File: src/rtl/assert_macros.svh
// Assertion macros shared by the deframer RTL.
// Define ASSERT_OFF to compile every assertion away.
`ifndef ASSERT_MACROS_SVH
`define ASSERT_MACROS_SVH

`ifndef ASSERT_OFF

// Implication checked at every rising edge outside reset.
`define WSD_ASSERT(label, clk, rst_n, prop, msg) \
    label: assert property (@(posedge clk) disable iff (!rst_n) (prop)) else $error(msg);

// Condition that must never be true outside reset.
`define WSD_NEVER(label, clk, rst_n, cond, msg) \
    label: assert property (@(posedge clk) disable iff (!rst_n) !(cond)) else $error(msg);

`else

`define WSD_ASSERT(label, clk, rst_n, prop, msg)
`define WSD_NEVER(label, clk, rst_n, cond, msg)

`endif

`endif

File: src/rtl/wsd_pkg.sv
// Types and constants for the WebSocket frame deframer.
// No dependencies; imported by every module of the block.
`default_nettype none

package wsd_pkg;

    // Parser phases, one-hot.
    typedef enum logic [4:0] {
        PH_HDR1 = 5'b00001,
        PH_HDR2 = 5'b00010,
        PH_EXT  = 5'b00100,
        PH_KEY  = 5'b01000,
        PH_DATA = 5'b10000
    } phase_t;

    // Seven-bit length codes that announce an extended length.
    localparam logic [6:0] LEN_EXT16 = 7'd126;
    localparam logic [6:0] LEN_EXT64 = 7'd127;

    // Byte counts of the extended length fields and of the masking key.
    localparam logic [3:0] EXT16_BYTES = 4'd2;
    localparam logic [3:0] EXT64_BYTES = 4'd8;
    localparam logic [3:0] KEY_BYTES   = 4'd4;

    // Byte held in the input register.
    typedef struct packed {
        logic       valid;
        logic [7:0] data;
    } step_t;

    // One parsed result, with its valid flag.
    typedef struct packed {
        logic       valid;
        logic [7:0] payload_byte;
        logic       has_data;
        logic [3:0] frame_opcode;
        logic       final_fragment;
        logic       frame_end;
    } result_t;

endpackage

`default_nettype wire

File: src/rtl/wsd_in_reg.sv
// Input register of the deframer: holds one received byte until it is parsed.
// Depends on wsd_pkg.
`default_nettype none

module wsd_in_reg
    import wsd_pkg::*;
(
    input  wire logic       clk,
    input  wire logic       rst_n,
    input  wire logic       in_valid,
    output logic            in_stall,
    input  wire logic [7:0] rx_byte,
    input  wire logic       adv,
    output step_t           step
);

    logic       valid_reg;
    logic       valid_next;
    logic [7:0] data_reg;
    logic       accept;

    // The register frees up whenever its byte moves on to the parser.
    assign in_stall = valid_reg && !adv;
    assign accept   = in_valid && !in_stall;

    always_comb
    begin
        valid_next = valid_reg;
        if (accept)
        begin
            valid_next = 1'b1;
        end
        else if (adv)
        begin
            valid_next = 1'b0;
        end
    end

    always_ff @(posedge clk or negedge rst_n)
    begin
        if (!rst_n)
        begin
            valid_reg <= 1'b0;
        end
        else
        begin
            valid_reg <= valid_next;
        end
    end

    // Byte storage needs no reset.
    always_ff @(posedge clk)
    begin
        if (accept)
        begin
            data_reg <= rx_byte;
        end
    end

    assign step.valid = valid_reg;
    assign step.data  = data_reg;

endmodule

`default_nettype wire

File: src/rtl/wsd_parser.sv
// Frame parser: header, extended length and key state, payload unmasking.
// Depends on wsd_pkg and assert_macros.svh.
`default_nettype none
`include "assert_macros.svh"

module wsd_parser
    import wsd_pkg::*;
(
    input  wire logic       clk,
    input  wire logic       rst_n,
    input  wire logic       adv,
    input  wire logic [7:0] data,
    output result_t         res
);

    phase_t      phase_reg;
    phase_t      phase_next;
    logic        fin_reg;
    logic        fin_next;
    logic [3:0]  opcode_reg;
    logic [3:0]  opcode_next;
    logic        masked_reg;
    logic        masked_next;
    logic [3:0]  ext_left_reg;
    logic [3:0]  ext_left_next;
    logic [63:0] payload_left_reg;
    logic [63:0] payload_left_next;
    logic [31:0] key_reg;
    logic [31:0] key_next;
    logic [1:0]  key_index_reg;
    logic [1:0]  key_index_next;
    logic [7:0]  key_byte;
    logic [63:0] length_done;
    logic        length_ready;

    // Key byte for the current payload position; the first key byte is on top.
    always_comb
    begin
        case (key_index_reg)
            2'd0:    key_byte = key_reg[31:24];
            2'd1:    key_byte = key_reg[23:16];
            2'd2:    key_byte = key_reg[15:8];
            default: key_byte = key_reg[7:0];
        endcase
    end

    // Next state and result for the byte in the input register.
    always_comb
    begin
        phase_next        = phase_reg;
        fin_next          = fin_reg;
        opcode_next       = opcode_reg;
        masked_next       = masked_reg;
        ext_left_next     = ext_left_reg;
        payload_left_next = payload_left_reg;
        key_next          = key_reg;
        key_index_next    = key_index_reg;
        length_done       = '0;
        length_ready      = 1'b0;

        res.valid          = 1'b0;
        res.payload_byte   = 8'd0;
        res.has_data       = 1'b0;
        res.frame_opcode   = opcode_reg;
        res.final_fragment = fin_reg;
        res.frame_end      = 1'b0;

        case (phase_reg)
            PH_HDR2:
            begin
                masked_next       = data[7];
                payload_left_next = '0;
                if (data[6:0] == LEN_EXT16)
                begin
                    ext_left_next = EXT16_BYTES;
                    phase_next    = PH_EXT;
                end
                else if (data[6:0] == LEN_EXT64)
                begin
                    ext_left_next = EXT64_BYTES;
                    phase_next    = PH_EXT;
                end
                else
                begin
                    payload_left_next = {57'd0, data[6:0]};
                    length_done       = {57'd0, data[6:0]};
                    length_ready      = 1'b1;
                end
            end
            PH_EXT:
            begin
                payload_left_next = {payload_left_reg[55:0], data};
                ext_left_next     = ext_left_reg - 4'd1;
                length_done       = {payload_left_reg[55:0], data};
                length_ready      = (ext_left_next == 4'd0);
            end
            PH_KEY:
            begin
                key_next      = {key_reg[23:0], data};
                ext_left_next = ext_left_reg - 4'd1;
                if (ext_left_next == 4'd0)
                begin
                    key_index_next = 2'd0;
                    if (payload_left_reg == 64'd0)
                    begin
                        res.valid     = 1'b1;
                        res.frame_end = 1'b1;
                        phase_next    = PH_HDR1;
                    end
                    else
                    begin
                        phase_next = PH_DATA;
                    end
                end
            end
            PH_DATA:
            begin
                key_index_next    = key_index_reg + 2'd1;
                payload_left_next = payload_left_reg - 64'd1;
                res.valid         = 1'b1;
                res.has_data      = 1'b1;
                res.payload_byte  = masked_reg ? (data ^ key_byte) : data;
                res.frame_end     = (payload_left_next == 64'd0);
                if (payload_left_next == 64'd0)
                begin
                    phase_next = PH_HDR1;
                end
            end
            default:
            begin
                // First header byte; unknown phase codes land here as well.
                fin_next    = data[7];
                opcode_next = data[3:0];
                phase_next  = PH_HDR2;
            end
        endcase

        // Length complete: collect the key, close an empty frame or start data.
        if (length_ready)
        begin
            if (masked_next)
            begin
                ext_left_next = KEY_BYTES;
                key_next      = '0;
                phase_next    = PH_KEY;
            end
            else if (length_done == 64'd0)
            begin
                res.valid     = 1'b1;
                res.frame_end = 1'b1;
                phase_next    = PH_HDR1;
            end
            else
            begin
                key_index_next = 2'd0;
                phase_next     = PH_DATA;
            end
        end

        res.valid = res.valid && adv;
    end

    // State advances only when a byte is taken from the input register.
    always_ff @(posedge clk or negedge rst_n)
    begin
        if (!rst_n)
        begin
            phase_reg        <= PH_HDR1;
            fin_reg          <= 1'b0;
            opcode_reg       <= 4'd0;
            masked_reg       <= 1'b0;
            ext_left_reg     <= 4'd0;
            payload_left_reg <= 64'd0;
            key_reg          <= 32'd0;
            key_index_reg    <= 2'd0;
        end
        else if (adv)
        begin
            phase_reg        <= phase_next;
            fin_reg          <= fin_next;
            opcode_reg       <= opcode_next;
            masked_reg       <= masked_next;
            ext_left_reg     <= ext_left_next;
            payload_left_reg <= payload_left_next;
            key_reg          <= key_next;
            key_index_reg    <= key_index_next;
        end
    end

    // A data phase always has at least one byte still to come.
    `WSD_ASSERT(a_data_left, clk, rst_n, (phase_reg == PH_DATA) |-> (payload_left_reg != 64'd0), "data phase with no payload left")
    // Extended length counter stays within one to eight bytes.
    `WSD_ASSERT(a_ext_range, clk, rst_n, (phase_reg == PH_EXT) |-> ((ext_left_reg != 4'd0) && (ext_left_reg <= EXT64_BYTES)), "extended length count out of range")
    // Key counter stays within one to four bytes.
    `WSD_ASSERT(a_key_range, clk, rst_n, (phase_reg == PH_KEY) |-> ((ext_left_reg != 4'd0) && (ext_left_reg <= KEY_BYTES)), "key byte count out of range")
    // An empty-frame marker always closes its frame.
    `WSD_NEVER(a_empty_end, clk, rst_n, res.valid && !res.has_data && !res.frame_end, "empty marker without frame end")

endmodule

`default_nettype wire

File: src/rtl/websocket_frame_deframer.sv
// Top level of the WebSocket frame deframer: input register, parser, result register.
// Depends on wsd_pkg, wsd_in_reg, wsd_parser and assert_macros.svh.
//
//   channel  handshake            payload
//   in       in_valid / in_stall  rx_byte
//   out      out_valid / out_stall payload_byte, has_data, frame_opcode,
//                                  final_fragment, frame_end
//
// One byte is taken per clock while in_stall is low; it passes the input, then the result register.
// The parser state and the result register advance together, one byte per cycle while not stalled.
// Header, extended length and key bytes give no result; a payload byte or an empty frame gives one.
// Reset clears all parser state; the parser then expects the first header byte.
// A held result stalls the input only while out_stall is high.
`default_nettype none
`include "assert_macros.svh"

module websocket_frame_deframer
    import wsd_pkg::*;
(
    input  wire logic       clk,
    input  wire logic       rst_n,
    input  wire logic       in_valid,
    output logic            in_stall,
    input  wire logic [7:0] rx_byte,
    output logic            out_valid,
    input  wire logic       out_stall,
    output logic [7:0]      payload_byte,
    output logic            has_data,
    output logic [3:0]      frame_opcode,
    output logic            final_fragment,
    output logic            frame_end
);

    step_t   step;
    result_t res;
    logic    adv;
    logic    out_valid_reg;
    logic    out_valid_next;
    result_t out_reg;

    // The held byte moves on when the result register is free or being emptied.
    assign adv = step.valid && (!out_valid_reg || !out_stall);

    wsd_in_reg u_in_reg (
        .clk      (clk),
        .rst_n    (rst_n),
        .in_valid (in_valid),
        .in_stall (in_stall),
        .rx_byte  (rx_byte),
        .adv      (adv),
        .step     (step)
    );

    wsd_parser u_parser (
        .clk   (clk),
        .rst_n (rst_n),
        .adv   (adv),
        .data  (step.data),
        .res   (res)
    );

    // Result register valid flag.
    always_comb
    begin
        out_valid_next = out_valid_reg;
        if (adv)
        begin
            out_valid_next = res.valid;
        end
        else if (!out_stall)
        begin
            out_valid_next = 1'b0;
        end
    end

    always_ff @(posedge clk or negedge rst_n)
    begin
        if (!rst_n)
        begin
            out_valid_reg <= 1'b0;
        end
        else
        begin
            out_valid_reg <= out_valid_next;
        end
    end

    // Result payload loads only with a new result.
    always_ff @(posedge clk)
    begin
        if (adv && res.valid)
        begin
            out_reg <= res;
        end
    end

    assign out_valid      = out_valid_reg;
    assign payload_byte   = out_reg.payload_byte;
    assign has_data       = out_reg.has_data;
    assign frame_opcode   = out_reg.frame_opcode;
    assign final_fragment = out_reg.final_fragment;
    assign frame_end      = out_reg.frame_end;

    // The input stalls only behind a held byte that waits on a stalled result.
    `WSD_ASSERT(a_stall_cause, clk, rst_n, in_stall |-> (step.valid && out_valid_reg && out_stall), "input stalled without a stalled result")
    // A stalled result stays valid.
    `WSD_ASSERT(a_out_hold, clk, rst_n, (out_valid && out_stall) |=> out_valid, "result lost")
    // A stalled result keeps its payload.
    `WSD_ASSERT(a_out_keep, clk, rst_n, (out_valid && out_stall) |=> $stable(out_reg), "result changed")

endmodule

`default_nettype wire

File: config.mk
export PLATFORM = sky130hd
export DESIGN_NAME = websocket_frame_deframer
export DESIGN_NICKNAME = d
export VERILOG_FILES = /design/src/rtl/wsd_pkg.sv /design/src/rtl/wsd_in_reg.sv /design/src/rtl/wsd_parser.sv /design/src/rtl/websocket_frame_deframer.sv
export VERILOG_INCLUDE_DIRS = /design/src /design/src/rtl
export SDC_FILE = /design/constraint.sdc
export NUM_CORES = 1
export LEC_CHECK = 0
export BUFFER_PORTS_ARGS = -buffer_cell sky130_fd_sc_hd__buf_2
export CORE_ASPECT_RATIO = 1.4
export CORE_MARGIN = 1.5
export CORE_UTILIZATION = 35
export CTS_CLUSTER_DIAMETER = 150
export DETAILED_ROUTE_END_ITERATION = 8
export GPL_ROUTABILITY_DRIVEN = 0
export RECOVER_POWER = 25
export SETUP_SLACK_MARGIN = 0.4
export SYNTH_ARGS = -nofsm -noshare
export SYNTH_HDL_FRONTEND = slang
export SYNTH_SLANG_ARGS = --single-unit
File: constraint.sdc
create_clock -name clk -period 6.8 [get_ports clk]
set_clock_uncertainty 0.15 [all_clocks]
set_input_delay 1.36 -clock clk [delete_from_list [all_inputs] [get_ports clk]]
set_output_delay 1.36 -clock clk [all_outputs]
set_load 0.005 [all_outputs]
==> run_summary.xml <==
<?xml version="1.0" encoding="UTF-8"?>
<metrics>
  <group name="status">
    <metric name="outcome" unit="">finished, violations left</metric>
    <metric name="violations" unit="">capacitance limit, slew limit</metric>
  </group>
  <group name="yosys">
    <metric name="synth_edf_count" unit="">23</metric>
    <metric name="synth_seq_cells" unit="">138</metric>
    <metric name="synth.area.top_cells" unit="">sky130_fd_sc_hd__dfrtp_1, sky130_fd_sc_hd__edfxtp_1, sky130_fd_sc_hd__o21ai_0, sky130_fd_sc_hd__nand2_1, sky130_fd_sc_hd__a21oi_1</metric>
    <metric name="ys_dominant_reg_cell" unit="">sky130_fd_sc_hd__dfrtp_1</metric>
    <metric name="post_synth.cell_area_avg" unit="um^2">8.13</metric>
    <metric name="mappedNetlistNets" unit="">1083</metric>
    <metric name="synth_cell_type_count" unit="">68</metric>
    <metric name="mappedNetlistArea" unit="um^2">8650</metric>
    <metric name="synth_cells" unit="">1063</metric>
    <metric name="netlist.area_leader.share" unit="%">33.0</metric>
    <metric name="synthDominantAreaCellType" unit="">sky130_fd_sc_hd__dfrtp_1</metric>
    <metric name="synth.yosys.seq_area_share" unit="%">41.3</metric>
    <metric name="async_flop_share" unit="%">83.3</metric>
    <metric name="yosysWarnings" unit="">0</metric>
  </group>
  <group name="timing">
    <metric name="final.setup.tns" unit="ns">0</metric>
    <metric name="max_clock_freq" unit="GHz">0.216</metric>
    <metric name="finalWorstPathRequiredPeriod" unit="ns">4.63</metric>
    <metric name="final-max-slew-violation-count" unit="">69</metric>
    <metric name="hold_viol_final" unit="">0</metric>
    <metric name="grt_setup_unrepaired" unit="">false</metric>
    <metric name="final.period_utilization" unit="%">68.2</metric>
    <metric name="timing.final.setup_violations" unit="">0</metric>
    <metric name="relSlewSlack" unit="%">-158</metric>
    <metric name="worst-slew-pin-transition" unit="ns">3.87</metric>
  </group>
  <group name="final_layout">
    <metric name="drive_gt1_share" unit="%">9.54</metric>
    <metric name="largest_reg_flops" unit="">64</metric>
    <metric name="ant_diodes" unit="">0</metric>
    <metric name="regArea" unit="um^2">3570</metric>
    <metric name="fillerInstances" unit="">2480</metric>
    <metric name="multi_input_gate_area_in_the_final_layout" unit="um^2">4690</metric>
    <metric name="area_growth" unit="%">10.9</metric>
    <metric name="num-nets-final" unit="">1066</metric>
    <metric name="final_util" unit="%">39.7</metric>
  </group>
  <group name="global_routing">
    <metric name="grt_antenna_before_repair" unit="">0</metric>
    <metric name="grt_start_max_net_pins" unit="">114</metric>
    <metric name="first_global_vias" unit="">8382</metric>
    <metric name="grt_pass1_wl" unit="um">46200</metric>
    <metric name="groute.usage.overall" unit="%">23.3</metric>
    <metric name="overflow" unit="">0</metric>
  </group>
  <group name="floorplan">
    <metric name="die_height" unit="um">189</metric>
    <metric name="area_of_the_die" unit="um^2">25700</metric>
    <metric name="die_w" unit="um">136</metric>
    <metric name="design.core.area" unit="um^2">24100</metric>
    <metric name="initial_util" unit="%">35.8</metric>
    <metric name="rows" unit="">67</metric>
    <metric name="floorplan.io_pins" unit="">29</metric>
  </group>
  <group name="detailed_routing">
    <metric name="vias_per_cell" unit="">6.25</metric>
    <metric name="wl" unit="um">28900</metric>
    <metric name="detail-route-antenna-nets" unit="">0</metric>
    <metric name="wl_per_cell" unit="um">21.1</metric>
    <metric name="vias" unit="">8557</metric>
    <metric name="drt-initial-drc-count" unit="">987</metric>
    <metric name="drcViolationCount" unit="">0</metric>
    <metric name="drt-pass1-iter-count" unit="">5</metric>
  </group>
  <group name="setup_path">
    <metric name="setup.worst_path.class" unit="">input pin to async pin</metric>
    <metric name="cp_top_family" unit="">buffers and inverters</metric>
    <metric name="crit_path_cell_trace" unit="">clkbuf_1 &gt; buf_4</metric>
    <metric name="depth_of_the_worst_register_to_register_path" unit="">7</metric>
    <metric name="r2r_setup_slack" unit="ns">2.35</metric>
    <metric name="critPathMaxStageDelay" unit="ns">2.66</metric>
    <metric name="critical-path-slowest-cell" unit="">sky130_fd_sc_hd__clkbuf_1</metric>
    <metric name="arrival" unit="ns">4.99</metric>
    <metric name="setup.worst_path.start_class" unit="">input pin</metric>
    <metric name="critical_path.max_fanout" unit="">68</metric>
    <metric name="required" unit="ns">7.16</metric>
    <metric name="worst-path-stages" unit="">2</metric>
    <metric name="timing.critical_path.buf_inv" unit="">2</metric>
    <metric name="critPathCaptureType" unit="">async pin</metric>
  </group>
  <group name="cts">
    <metric name="clock_tree.buffer_depth" unit="">2</metric>
    <metric name="hold_buffers" unit="">0</metric>
    <metric name="root_buffer_selected_by_cts" unit="">sky130_fd_sc_hd__clkbuf_16</metric>
    <metric name="postCtsResizedCells" unit="">0</metric>
    <metric name="clkTransAtPathRegs" unit="ns">0.07</metric>
    <metric name="clock_latency" unit="ns">0.44</metric>
    <metric name="cts_tree" unit="">done</metric>
    <metric name="h-tree-depth" unit="">4</metric>
    <metric name="numCtsBuffers" unit="">17</metric>
    <metric name="post-cts-setup-buffer-count" unit="">0</metric>
    <metric name="cts.sinks" unit="">138</metric>
  </group>
  <group name="place">
    <metric name="port_buffers" unit="">28</metric>
    <metric name="hpwlAfterDp" unit="um">20000</metric>
  </group>
  <group name="run">
    <metric name="max_cap_violations" unit="">1</metric>
  </group>
  <group name="power_and_ir_drop">
    <metric name="p_total" unit="mW">3.59</metric>
    <metric name="p_per_area" unit="nW/um^2">374</metric>
    <metric name="irDropWorstVdd" unit="uV">207</metric>
    <metric name="cellLeakagePower" unit="nW">3.82</metric>
  </group>
  <group name="min_path">
    <metric name="timing.hold.worst_path_depth" unit="">0</metric>
    <metric name="worst_hold_path_type" unit="">flip-flop to flip-flop</metric>
  </group>
</metrics>
-- power breakdown --
part / leakage [nW] / internal (mW) / total, mW / switching [mW]
Clock: 0.292 / 0.502 / 0.935 / 0.433
Combinational: 1.75 / 0.483 / 1.49 / 1.00
Sequential: 1.78 / 0.986 / 1.16 / 0.176
-- routing by layer --
metal  wire length (um)  GRT usage (%)  vias to the layer above  share of wire, %
met4               1950           15.5                        0               6.8
met2              14000           38.7                      404                49
met1              11300           27.4                     4136                39
li1                   -              -                     3890                 -
met5                  0              0                        -                 0
met3               1610           3.88                      127               5.6
-- through the flow --
stage	cell area (um^2)	hold WS (ns)	cells	setup slack, ns
floorplan	8650	0.269	1063	3.02
global placement	9010	0.279	1337	2.51
detailed placement	9010	0.283	1337	2.53
CTS	9600	0.300	1369	2.53
global route	9590	0.320	1369	1.37
finish	9590	0.301	1369	2.17
-- logic make-up (layout without fill, tap and decap cells) --
family	Yosys count	in the layout	synth area share [%]
simple gates	448	448	26.2
xor+xnor	33	33	3.34
fa+ha+maj	8	8	1.16
flops	138	138	41.3
buf+inv	108	104	4.82
compound gates	318	318	21.9
mux	10	10	1.24
-- path summary, 6_finish.rpt --
path / end / startpoint
max: u_parser.opcode_reg[2]$_DFFE_PN0P_ / rst_n
min: frame_opcode[0]$_DFFE_PP_ / u_parser.opcode_reg[0]$_DFFE_PN0P_
max reg2reg: payload_byte[6]$_SDFFCE_PN0P_ / u_parser.payload_left_reg[2]$_DFFE_PN0P_
min reg2reg: frame_opcode[0]$_DFFE_PP_ / u_parser.opcode_reg[0]$_DFFE_PN0P_
max in group clk: payload_byte[6]$_SDFFCE_PN0P_ / u_parser.payload_left_reg[2]$_DFFE_PN0P_
min in group asynchronous: u_parser.payload_left_reg[25]$_DFFE_PN0P_ / rst_n
-- Yosys cell counts (6+ instances only) --
master,count
sky130_fd_sc_hd__nand3_1,18
sky130_fd_sc_hd__a21oi_1,106
sky130_fd_sc_hd__a222oi_1,8
sky130_fd_sc_hd__o22ai_1,14
sky130_fd_sc_hd__or3_1,12
sky130_fd_sc_hd__a22oi_1,19
sky130_fd_sc_hd__xnor2_1,21
sky130_fd_sc_hd__edfxtp_1,23
sky130_fd_sc_hd__nor2_1,81
sky130_fd_sc_hd__nor4_1,35
sky130_fd_sc_hd__o21ai_0,118
sky130_fd_sc_hd__xor2_1,12
sky130_fd_sc_hd__nor3_1,59
sky130_fd_sc_hd__nand2_1,142
sky130_fd_sc_hd__nand4_1,27
sky130_fd_sc_hd__inv_1,29
sky130_fd_sc_hd__or2_2,6
sky130_fd_sc_hd__clkbuf_1,72
sky130_fd_sc_hd__ha_1,8
sky130_fd_sc_hd__dfrtp_1,114
sky130_fd_sc_hd__a32oi_1,22
sky130_fd_sc_hd__or4_1,16
sky130_fd_sc_hd__mux2_2,6
-- layout by cell type (no fill, tap or decap), types with 18 or more instances in the layout --
| cell type | n |
|---|---|
| sky130_fd_sc_hd__a21oi_1 | 105 |
| sky130_fd_sc_hd__a22oi_1 | 19 |
| sky130_fd_sc_hd__a32oi_1 | 22 |
| sky130_fd_sc_hd__buf_2 | 26 |
| sky130_fd_sc_hd__dfrtp_1 | 114 |
| sky130_fd_sc_hd__edfxtp_1 | 23 |
| sky130_fd_sc_hd__inv_1 | 30 |
| sky130_fd_sc_hd__nand2_1 | 141 |
| sky130_fd_sc_hd__nand3_1 | 18 |
| sky130_fd_sc_hd__nand4_1 | 27 |
| sky130_fd_sc_hd__nor2_1 | 80 |
| sky130_fd_sc_hd__nor3_1 | 58 |
| sky130_fd_sc_hd__nor4_1 | 35 |
| sky130_fd_sc_hd__o21ai_0 | 118 |
| sky130_fd_sc_hd__xnor2_1 | 21 |
-- final cells by class --
cell class | count | area share, %
multi-input combinational | 817 | 48.9
sequential | 138 | 37.2
clock buffer | 18 | 4.58
tap | 310 | 4.04
timing repair buffer | 42 | 2.53
clock inverter | 14 | 1.57
inverter | 30 | 1.17
(Power assumes the default switching activity.)
